$ cat config.mk
export PLATFORM = sky130hd
export DESIGN_NAME = media_box_type_scanner_top_flat
export DESIGN_NICKNAME = d
export VERILOG_FILES = /design/src/hdl/mbts_pkg.sv /design/src/hdl/mbts_if.sv /design/src/hdl/media_box_type_scanner_top.sv /design/src/hdl/mbts_core.sv /design/src/hdl/mbts_skid.sv /design/src/flat_wrapper.sv
export SDC_FILE = /design/constraint.sdc
export NUM_CORES = 1
export LEC_CHECK = 0
export BUFFER_PORTS_ARGS = -buffer_cell sky130_fd_sc_hd__buf_4
export CORE_ASPECT_RATIO = 1.5
export CORE_MARGIN = 2
export CORE_UTILIZATION = 50
export CTS_BUF_LIST = sky130_fd_sc_hd__clkbuf_4
export DETAILED_ROUTE_END_ITERATION = 12
export PLACE_DENSITY_LB_ADDON = 0.3
export SYNTH_ARGS = -nofsm -noshare
export SYNTH_HDL_FRONTEND = slang
export SYNTH_SLANG_ARGS = --single-unit
$ cat constraint.sdc
create_clock -name clk -period 3.6 [get_ports clk]
set_input_delay 0.72 -clock clk [delete_from_list [all_inputs] [get_ports clk]]
set_output_delay 0.72 -clock clk [all_outputs]
set_load 0.02 [all_outputs]
$ cat src/hdl/mbts_pkg.sv
// Shared types and constants for the media box type scanner.
// No dependencies; mbts_core, mbts_skid and the top level import this package.
package mbts_pkg;

  localparam logic [31:0] TARGET_RESET = 32'h6D6F6F66;  // "moof"

  typedef enum logic [1:0] {
    PH_HEADER = 2'd0,
    PH_LARGE  = 2'd1,
    PH_SKIP   = 2'd2,
    PH_DONE   = 2'd3
  } phase_t;

  typedef enum logic [1:0] {
    CAUSE_MATCH = 2'd0,
    CAUSE_END   = 2'd1,
    CAUSE_ZERO  = 2'd2,
    CAUSE_SMALL = 2'd3
  } cause_t;

  typedef struct packed {
    logic   found;
    cause_t stop_cause;
  } result_t;

endpackage

$ cat src/hdl/mbts_if.sv
// Valid/ready channel interfaces for the scanner's byte input and result output.
// Depends on nothing; payload widths are fixed by the byte stream format.
interface mbts_in_if;
  logic       valid;
  logic       ready;
  logic [7:0] data_byte;
  logic       last_byte;

  modport source (output valid, output data_byte, output last_byte, input ready);
  modport sink   (input valid, input data_byte, input last_byte, output ready);
endinterface

interface mbts_out_if;
  logic       valid;
  logic       ready;
  logic       found;
  logic [1:0] stop_cause;

  modport source (output valid, output found, output stop_cause, input ready);
  modport sink   (input valid, input found, input stop_cause, output ready);
endinterface

$ cat src/hdl/media_box_type_scanner_top.sv
// Top level of the media box type scanner.
// Depends on mbts_pkg, mbts_if, mbts_core and mbts_skid.
//
// Usage:
//   in_ch carries one buffer byte per transaction (data_byte, last_byte set on
//   the buffer's final byte). out_ch carries one result per buffer: found and
//   stop_cause. cfg_we/cfg_wdata load the 32-bit box type to look for; write it
//   only while no buffer is in flight.
//   Throughput is one byte per cycle while in_ch.ready is high; the header/skip
//   state updates on each byte; a 64-bit decrement or compare is the longest path.
//   The result of the deciding byte (or the last byte) is registered in the
//   result register, or first in the skid stage when the receiver stalls.
//   When the receiver stalls, one further result is held in a skid stage; only
//   once that stage is occupied does in_ch.ready drop. in_ch.ready is a
//   register output and does not depend on out_ch.ready.
//   Synchronous reset (rst_n low) clears the scan state, empties both result
//   stages and restores the target type to "moof".
module media_box_type_scanner_top (
  input  logic        clk,
  input  logic        rst_n,
  mbts_in_if.sink     in_ch,
  mbts_out_if.source  out_ch,
  input  logic        cfg_we,
  input  logic [31:0] cfg_wdata
);
  import mbts_pkg::*;

  logic [31:0] target_r;
  logic        step;
  logic        push_ready;
  logic        res_valid;
  result_t     res;

  always_ff @(posedge clk) begin
    if (!rst_n) begin
      target_r <= TARGET_RESET;
    end else if (cfg_we) begin
      target_r <= cfg_wdata;
    end
  end

  assign in_ch.ready = push_ready;
  assign step        = in_ch.valid && push_ready;

  mbts_core u_core (
    .clk         (clk),
    .rst_n       (rst_n),
    .step        (step),
    .data_byte   (in_ch.data_byte),
    .last_byte   (in_ch.last_byte),
    .target_type (target_r),
    .res_valid   (res_valid),
    .res         (res)
  );

  mbts_skid u_skid (
    .clk        (clk),
    .rst_n      (rst_n),
    .push_valid (res_valid),
    .push_data  (res),
    .push_ready (push_ready),
    .out_ch     (out_ch)
  );

endmodule

$ cat src/hdl/mbts_core.sv
// Box header walker: per-byte state update and decision logic.
// Depends on mbts_pkg.
module mbts_core (
  input  logic                clk,
  input  logic                rst_n,
  input  logic                step,
  input  logic [7:0]          data_byte,
  input  logic                last_byte,
  input  logic [31:0]         target_type,
  output logic                res_valid,
  output mbts_pkg::result_t   res
);
  import mbts_pkg::*;

  phase_t      phase_r, phase_nxt;
  logic [2:0]  hdr_cnt_r, hdr_cnt_nxt;
  logic [63:0] box_size_r, box_size_nxt;
  logic [31:0] type_r, type_nxt;
  logic [63:0] skip_r, skip_nxt;

  logic        decided;
  logic        found;
  cause_t      cause;
  logic [63:0] skip_amt;
  logic        start_skip;

  always_comb begin
    phase_nxt    = phase_r;
    hdr_cnt_nxt  = hdr_cnt_r;
    box_size_nxt = box_size_r;
    type_nxt     = type_r;
    skip_nxt     = skip_r;
    decided      = 1'b0;
    found        = 1'b0;
    cause        = CAUSE_END;
    skip_amt     = '0;
    start_skip   = 1'b0;

    unique case (phase_r)
      PH_HEADER: begin
        if (!hdr_cnt_r[2]) begin
          box_size_nxt = {32'd0, box_size_r[23:0], data_byte};
        end else begin
          type_nxt = {type_r[23:0], data_byte};
        end
        hdr_cnt_nxt = hdr_cnt_r + 3'd1;
        if (hdr_cnt_r == 3'd7) begin
          // type is checked before the size is validated
          if (type_nxt == target_type) begin
            decided = 1'b1;
            found   = 1'b1;
            cause   = CAUSE_MATCH;
          end else if (box_size_r == 64'd1) begin
            phase_nxt = PH_LARGE;
          end else if (box_size_r == 64'd0) begin
            decided = 1'b1;
            cause   = CAUSE_ZERO;
          end else if (box_size_r < 64'd8) begin
            decided = 1'b1;
            cause   = CAUSE_SMALL;
          end else begin
            start_skip = 1'b1;
            skip_amt   = box_size_r - 64'd8;
          end
        end
      end
      PH_LARGE: begin
        // eight shifts overwrite the whole register, no clear needed
        box_size_nxt = {box_size_r[55:0], data_byte};
        hdr_cnt_nxt  = hdr_cnt_r + 3'd1;
        if (hdr_cnt_r == 3'd7) begin
          if (box_size_nxt < 64'd16) begin
            decided = 1'b1;
            cause   = CAUSE_SMALL;
          end else begin
            start_skip = 1'b1;
            skip_amt   = box_size_nxt - 64'd16;
          end
        end
      end
      PH_SKIP: begin
        // never entered with zero left
        skip_nxt = skip_r - 64'd1;
        if (skip_r == 64'd1) begin
          phase_nxt = PH_HEADER;
        end
      end
      PH_DONE: begin
      end
      default: begin
      end
    endcase

    if (start_skip) begin
      skip_nxt  = skip_amt;
      phase_nxt = (skip_amt != 64'd0) ? PH_SKIP : PH_HEADER;
    end

    if (decided) begin
      phase_nxt = PH_DONE;
    end

    res_valid      = step && (decided || (last_byte && (phase_r != PH_DONE)));
    res.found      = decided && found;
    res.stop_cause = decided ? cause : CAUSE_END;

    if (last_byte) begin
      phase_nxt    = PH_HEADER;
      hdr_cnt_nxt  = '0;
      box_size_nxt = '0;
      type_nxt     = '0;
      skip_nxt     = '0;
    end
  end

  always_ff @(posedge clk) begin
    if (!rst_n) begin
      phase_r    <= PH_HEADER;
      hdr_cnt_r  <= '0;
      box_size_r <= '0;
      type_r     <= '0;
      skip_r     <= '0;
    end else if (step) begin
      phase_r    <= phase_nxt;
      hdr_cnt_r  <= hdr_cnt_nxt;
      box_size_r <= box_size_nxt;
      type_r     <= type_nxt;
      skip_r     <= skip_nxt;
    end
  end

endmodule

$ cat src/hdl/mbts_skid.sv
// Result register with a skid stage, so input ready never waits on out ready.
// Depends on mbts_pkg and mbts_if.
module mbts_skid (
  input  logic              clk,
  input  logic              rst_n,
  input  logic              push_valid,
  input  mbts_pkg::result_t push_data,
  output logic              push_ready,
  mbts_out_if.source        out_ch
);
  import mbts_pkg::*;

  logic    out_valid_r, out_valid_nxt;
  result_t out_data_r, out_data_nxt;
  logic    skid_valid_r, skid_valid_nxt;
  result_t skid_data_r, skid_data_nxt;

  assign push_ready = !skid_valid_r;

  always_comb begin
    out_valid_nxt  = out_valid_r;
    out_data_nxt   = out_data_r;
    skid_valid_nxt = skid_valid_r;
    skid_data_nxt  = skid_data_r;
    if (!out_valid_r || out_ch.ready) begin
      if (skid_valid_r) begin
        out_valid_nxt  = 1'b1;
        out_data_nxt   = skid_data_r;
        skid_valid_nxt = 1'b0;
      end else begin
        out_valid_nxt = push_valid;
        out_data_nxt  = push_data;
      end
    end else if (push_valid) begin
      skid_valid_nxt = 1'b1;
      skid_data_nxt  = push_data;
    end
  end

  always_ff @(posedge clk) begin
    if (!rst_n) begin
      out_valid_r  <= 1'b0;
      skid_valid_r <= 1'b0;
    end else begin
      out_valid_r  <= out_valid_nxt;
      skid_valid_r <= skid_valid_nxt;
    end
  end

  always_ff @(posedge clk) begin
    out_data_r  <= out_data_nxt;
    skid_data_r <= skid_data_nxt;
  end

  assign out_ch.valid      = out_valid_r;
  assign out_ch.found      = out_data_r.found;
  assign out_ch.stop_cause = out_data_r.stop_cause;

endmodule
$ cat src/flat_wrapper.sv
// flat-port wrapper written by rule: the top's interface ports become plain ports
module media_box_type_scanner_top_flat import mbts_pkg::*;
  (clk, rst_n, cfg_we, cfg_wdata, in_ch_valid, in_ch_data_byte, in_ch_last_byte, in_ch_ready, out_ch_valid, out_ch_found, out_ch_stop_cause, out_ch_ready);
  mbts_in_if in_ch_i ();
  mbts_out_if out_ch_i ();
  input  logic clk;
  input  logic rst_n;
  input  logic cfg_we;
  input  logic [31:0] cfg_wdata;
  input wire logic [$bits(in_ch_i.valid)-1:0] in_ch_valid;
  input wire logic [$bits(in_ch_i.data_byte)-1:0] in_ch_data_byte;
  input wire logic [$bits(in_ch_i.last_byte)-1:0] in_ch_last_byte;
  output wire logic [$bits(in_ch_i.ready)-1:0] in_ch_ready;
  output wire logic [$bits(out_ch_i.valid)-1:0] out_ch_valid;
  output wire logic [$bits(out_ch_i.found)-1:0] out_ch_found;
  output wire logic [$bits(out_ch_i.stop_cause)-1:0] out_ch_stop_cause;
  input wire logic [$bits(out_ch_i.ready)-1:0] out_ch_ready;
  assign in_ch_i.valid = in_ch_valid;
  assign in_ch_i.data_byte = in_ch_data_byte;
  assign in_ch_i.last_byte = in_ch_last_byte;
  assign in_ch_ready = in_ch_i.ready;
  assign out_ch_valid = out_ch_i.valid;
  assign out_ch_found = out_ch_i.found;
  assign out_ch_stop_cause = out_ch_i.stop_cause;
  assign out_ch_i.ready = out_ch_ready;
  media_box_type_scanner_top u_core (.clk(clk), .rst_n(rst_n), .in_ch(in_ch_i), .out_ch(out_ch_i), .cfg_we(cfg_we), .cfg_wdata(cfg_wdata));
endmodule
## Word level (Yosys, flattened, before mapping)

Index checks and enable logic that the tools add are counted.

- Word-level logic and storage cells: 115
- Input bits: 46
- Output and inout bits: 5
- Register bits after elaboration: 205

- Add/sub/neg operators: 4
- Magnitude comparators: 2
- Reduce and logical (&&, ||, !) cells: 24
- Equal/unequal tests: 12
- Bitwise gates (word level): 2
- Multiplexer cells: 59

Operators with widths:

| operator | count |
|---|---|
| 64-bit two-way mux | 12 |
| 64-bit one-hot mux with 2 select lines | 2 |
| 64-bit by 1-bit equality test with 1-bit output (second input constant) | 2 |
| 32-bit two-way mux | 4 |
| 64-bit zero test | 1 |
| 64-bit by 4-bit < comparator with 1-bit output (second input constant) | 1 |
| 64-bit by 5-bit < comparator with 1-bit output (second input constant) | 1 |
| 64-bit nonzero test | 1 |
| 64-bit by 1-bit subtractor with 64-bit output (second input constant) | 1 |
| 64-bit by 4-bit subtractor with 64-bit output (second input constant) | 1 |
| 64-bit by 5-bit subtractor with 64-bit output (second input constant) | 1 |
| 32-bit equality test | 1 |
| 2-bit two-way mux | 16 |
| 5-bit inequality test (second input constant) | 4 |
| 1-bit two-way mux | 18 |
| 3-bit two-way mux | 3 |
| 2-bit one-hot mux with 2 select lines | 2 |
| 2-bit AND reduction | 4 |
| 6-bit AND reduction | 1 |
| 3-bit nonzero test | 2 |
| 5-bit nonzero test | 1 |
| 1-bit logical AND | 4 |
| 1-bit one-hot mux with 2 select lines | 2 |
| 2-bit nonzero test | 2 |
| 12 further kinds | 16 |

## Depth between registers and ports, before layout

- Word-level depth: 12
- Mapped depth: 15
- Gate-level depth less buffers: 12

## Hierarchy

From an unflattened synthesis, not the netlist that was laid out.

- Cell total of the unflattened synthesis: 1794
- Area total of the unflattened synthesis: 13543.0 um^2

By module, submodules not included:

| module | times used | sequential area each (um^2) | cells an instance | area an instance (um^2) |
|---|---|---|---|---|
| mbts_core | 1 | 3303.2 | 1672 | 12067.8 |
| media_box_type_scanner_top | 1 | 640.6 | 104 | 1179.9 |
| mbts_skid | 1 | 220.2 | 18 | 295.3 |

## Worst setup path before layout

Ideal clock, no wire load.

- Kind: register to register
- Start point: register u_core.u_core.box_size_r[5]
- End point: register u_core.u_core.phase_r[1]
- Cell stages (with the launch flop): 13
- Data arrival time: 3.425 ns
- Library setup time: 0.124 ns
- Slack: 0.051 ns
- Required time: 3.476 ns
- Buffers on the path: 2
- Clock period less this slack: 3.549 ns
- Cells stage by stage: dfxtp_1 > clkbuf_1 > or4_1 > nor4_4 > and3_1 > buf_2 > nand2_1 > or3_1 > or2_2 > xnor2_1 > or4_1 > o21ai_0 > a31oi_1

- Cells in the longest elaborated chain, start to end: 12
- Elaborated cells between the ends (all ways): 41
- Those cells by class: add/sub: 2; order compare: 2; eq/ne: 5; mux: 28; reduce/logical: 4

Ends and longest elaborated chain:

| item | line | source |
|---|---|---|
| start: declaration | mbts_core.sv:17 | `logic [63:0] box_size_r, box_size_nxt;` |
| start signal: assignment | mbts_core.sv:126 | `box_size_r <= box_size_nxt;` |
| 64-bit by 4-bit subtractor with 64-bit output / 64-bit by 4-bit < comparator with 1-bit output (equally long branches) | mbts_core.sv:63, mbts_core.sv:58 |  |
| 64-bit two-way mux | mbts_core.sv:58 | `end else if (box_size_r < 64'd8) begin` |
| 64-bit two-way mux | mbts_core.sv:55 | `end else if (box_size_r == 64'd0) begin` |
| 64-bit two-way mux | mbts_core.sv:53 | `end else if (box_size_r == 64'd1) begin` |
| 64-bit two-way mux | mbts_core.sv:49 | `if (type_nxt == target_type) begin` |
| 64-bit two-way mux | mbts_core.sv:47 | `if (hdr_cnt_r == 3'd7) begin` |
| 64-bit one-hot mux with 2 select lines | mbts_core.sv:39 | `unique case (phase_r)` |
| 64-bit nonzero test | mbts_core.sv:96 | `phase_nxt = (skip_amt != 64'd0) ? PH_SKIP : PH_HEADER;` |
| 2-bit two-way mux | mbts_core.sv:96 |  |
| 2-bit two-way mux | mbts_core.sv:94 | `if (start_skip) begin` |
| 2-bit two-way mux | mbts_core.sv:99 | `if (decided) begin` |
| 2-bit two-way mux | mbts_core.sv:107 | `if (last_byte) begin` |
| end signal: assignment | mbts_core.sv:124 | `phase_r <= phase_nxt;` |
| end: declaration | mbts_core.sv:15 | `phase_t phase_r, phase_nxt;` |

Several ways; a longest one is shown, not always the timed one.
A chain may end at the register's enable or synchronous reset.

## Final worst setup path

- Start point: register u_core.u_core.box_size_r[3]
- End point: register u_core.u_core.phase_r[1]

The elaborated chain is that of the path after synthesis.

==> key figures <==
Worst hold path
  • Hold Crit Class: primary input to flop
  • HP Start: cfg_wdata[22]
  • WHS Path Cells: 3
  • Hold EP: u_core.target_r[22]

Layout
  • Nets: 1949
  • Fin util: a little over 60%
  • Layout cell share with drive strength beyond 1: 19.5%
  • Most common cell after layout, fill and taps aside: buf_4
  • Area growth syn-to-layout: 20.0%
  • Fill count: 2414
  • Commonest cells after routing, fill and taps aside: buf_4 (246), nand2_1 (198), dfxtp_1 (198)
  • Final non-filler cell total: 2269
  • Final instance area: 15600 µm²

Job
  • Maxcap violations: 0

Floorplan
  • Placeable Area: 25700 µm²
  • Initial core utilization: around 51%
  • Die area: ~27000 µm²
  • Die height: 201 µm
  • I/O pins: 51
  • Die W: approximately 140 µm
  • Core Rows: 72

Power
  • Static Leak: 6.17 nW
  • Worst vdd ir: ~0.21 mV
  • Pwr per Cell Area: 375 nW/µm²

Clock tree
  • Clk Latency, worst-skew pair: roughly 0.73 ns
  • CTS Sinks: 205
  • Root buf cell: clkbuf_4
  • Hold_buf cts: 0
  • TritonCTS clock tree: done
  • H-tree levels: 2
  • TritonCTS buffer count: 50
  • CTS max path bufs: 3
  • Clock Pin Slew Worst Setup and Hold Paths: 0.07 ns

Critical path
  • Critical Path Sink Type: flop
  • R2R Path End: u_core.u_core.phase_r[1]
  • Critical Path AT: ~4 ns
  • Worst reg2reg setup slack: 0.08 ns
  • FF-to-FF Start: u_core.u_core.box_size_r[3]
  • Depth of the most critical reg-to-reg path: 11
  • Crit-path max FO: 5
  • CP Class: flop to flop
  • Required @ worst endpoint: 4.21 ns
  • Type of origin of the critical path: flop

Place
  • Cell Area, Placed: 14900 µm²
  • HPWL after detailed placement: roughly 37000 µm
  • Gp weighted congestion: ~1.0
  • Setup slack at placement: -0.166 ns
  • Placed Instances: about 2200
  • Number of I/O port buffers: 50

Yosys
  • Ys Warns: 0
  • Yosys cell types: 68
  • Mapped Nets: around 1800
  • Syn Area/Cell: ~7.4 µm²
  • Synth Register Bits: 205
  • Synthesized area: ~13000 µm²
  • Post-Syn Instances: about 1800
  • Asr flop ratio synth: 0%
  • Number of synthesized flops with an enable pin: 6
  • Sequential element share of the synthesized area: 32.0%
  • Synth Flop Type: dfxtp_1

Outcome
  • Status: completed

STA
  • Max-slew violation count: 0
  • Final setup vio count: 0
  • Post-layout min period: 3.52 ns
  • Period utilization: 97.6%
  • Fmax: ~280 MHz
  • Relative slew margins: ~44%
  • Slew @ Worst Pin: roughly 0.84 ns
  • Worst Slack Setup Final: between 0.08 and 0.09 ns
  • Fin Clk Skew: between 0.03 and 0.04 ns
  • Fin. Hold Viols: 0

Routing
  • Pre-antenna DRT Iters: 6
  • Routed WL: about 50000 µm
  • Routed wire per std cell: between 20 and 25 µm
  • DR vias: between 10000 and 15000
  • Antenna viol nets, final: 0
  • Vias per inst: 6.23
  • Initial DRC count: between 1000 and 1500
  • Post-route DRC: 0

GRT
  • Largest net degree at the start of global routing: 65
  • Vias in the first global route: around 14000
  • Antenna violations before repair: 2
  • GRT Total Usage: between 30 and 40%
  • Congestion Overflow GR: 0
  • First-pass GRT wire length: roughly 76000 µm
[power by group]
group / switching [mW] / leakage, nW / internal, mW
Combinational: 0.830 / 4.10 / 0.606
Sequential: 0.0482 / 1.67 / 2.32
Clock: 0.976 / 0.395 / 1.07
Total: 1.85 / 6.17 / 4.00
[critical path, cell delays in order, from the launching register on]
cell and delay [ns]:
dfxtp_1 0.35, or4_1 0.60, nor4_4 0.28, buf_4 0.19, nand3_2 0.14, or2_1 0.28
or4_1 0.49, xor2_1 0.23, o2111ai_1 0.18, a2111oi_0 0.36, and4_1 0.24, a31oi_1 0.07
[what timing repair did]
| item | in CTS | in global routing |
|---|---|---|
| setup buffers | 0 | 0 |
| gates resized for setup | 1 | 12 |
| setup endpoints to repair | 3 | 71 |
[flip-flops by register name, summed over array words and instances, names as in the netlist]
name and flops:
u_core.u_core.box_size_r 64, u_core.u_core.skip_r 64, u_core.target_r 32, u_core.u_core.type_r 32
u_core.u_core.hdr_cnt_r 3, u_core.u_skid.skid_data_r 3, u_core.u_core.phase_r 2, u_core.u_skid.out_ch.stop_cause 2
u_core.u_skid.out_ch.found 1, u_core.u_skid.out_ch.valid 1, u_core.u_skid.skid_valid_r 1
[cell type report]
| class | count | area (µm²) | share of cell area (%) |
|---|---|---|---|
| tap | 333 | 417 | 2.67 |
| antenna | 2 | 5.00 | 0.0321 |
| clock inverter | 17 | 120 | 0.770 |
| timing repair buffer | 256 | 2050 | 13.1 |
| sequential | 205 | 4170 | 26.7 |
| clock buffer | 73 | 548 | 3.52 |
| multi-input combinational | 1371 | 8240 | 52.8 |
| inverter | 12 | 47.5 | 0.305 |
[kinds of logic (layout without fill, tap and decap cells)]
group	after synthesis	after routing	synth area share [%]
mux	60	60	4.64
simple gates	746	746	28.3
fa+ha+maj	7	7	0.674
other cells	0	2	0
flops	205	205	32.0
compound gates	383	383	17.2
buf+inv	176	358	5.34
xor+xnor	175	175	11.8
[worst max-delay path by stage]
| stage | startpoint | to | slack [ns] | cells past startpoint |
|---|---|---|---|---|
| 2_1_floorplan | u_core.u_core.box_size_r[5] | u_core.u_core.phase_r[1] | 0.05 | 12 |
| 4_1_cts | u_core.u_core.hdr_cnt_r[2] | u_core.u_skid.skid_data_r[1] | 0.02 | 11 |
| 3_5_place_dp | in_ch_data_byte[6] | u_core.u_skid.skid_data_r[1] | -0.17 | 11 |
| 3_3_place_gp | in_ch_data_byte[6] | u_core.u_skid.skid_data_r[1] | -0.04 | 11 |
| 6_report | u_core.u_core.box_size_r[3] | u_core.u_core.phase_r[1] | 0.08 | 11 |
| 5_1_grt | u_core.u_core.hdr_cnt_r[2] | u_core.u_core.phase_r[1] | -0.02 | 13 |
[metal layers]
layer  track usage [%]  up-vias  wire, µm
met2              61.1      733     24000
met3              7.23      261      3590
li1                  -     6569         -
met5                 0        -         0
met1              36.9     6580     16900
met4              30.8        0      5030
[through the flow]
step	power (mW)	hold WS, ns	setup TNS (ns)
floorplan	3.25	0.427	0
global placement	3.80	0.435	-0.118
detailed placement	3.81	0.447	-1.09
CTS	5.86	0.189	0
global route	6.11	0.209	-0.0431
finish	5.85	0.227	0
[cells in the mapped netlist (all sizes together), types with 24 or more instances]
cell type | count | share of area [%]
nand2 | 198 | 5.7
or4 | 24 | 1.5
o21ai | 101 | 3.9
nor4 | 55 | 2.8
nand3 | 104 | 4.0
o22ai | 41 | 2.0
nor3 | 66 | 2.5
xor2 | 75 | 5.1
a21oi | 151 | 5.8
buf | 30 | 1.1
a22oi | 41 | 2.4
xnor2 | 100 | 6.7
mux2i | 58 | 4.5
nand4 | 29 | 1.4
or3 | 31 | 1.5
clkbuf | 134 | 3.9
nor2 | 171 | 5.0
dfxtp | 199 | 31
No activity file was read; power rests on OpenSTA's default activity.
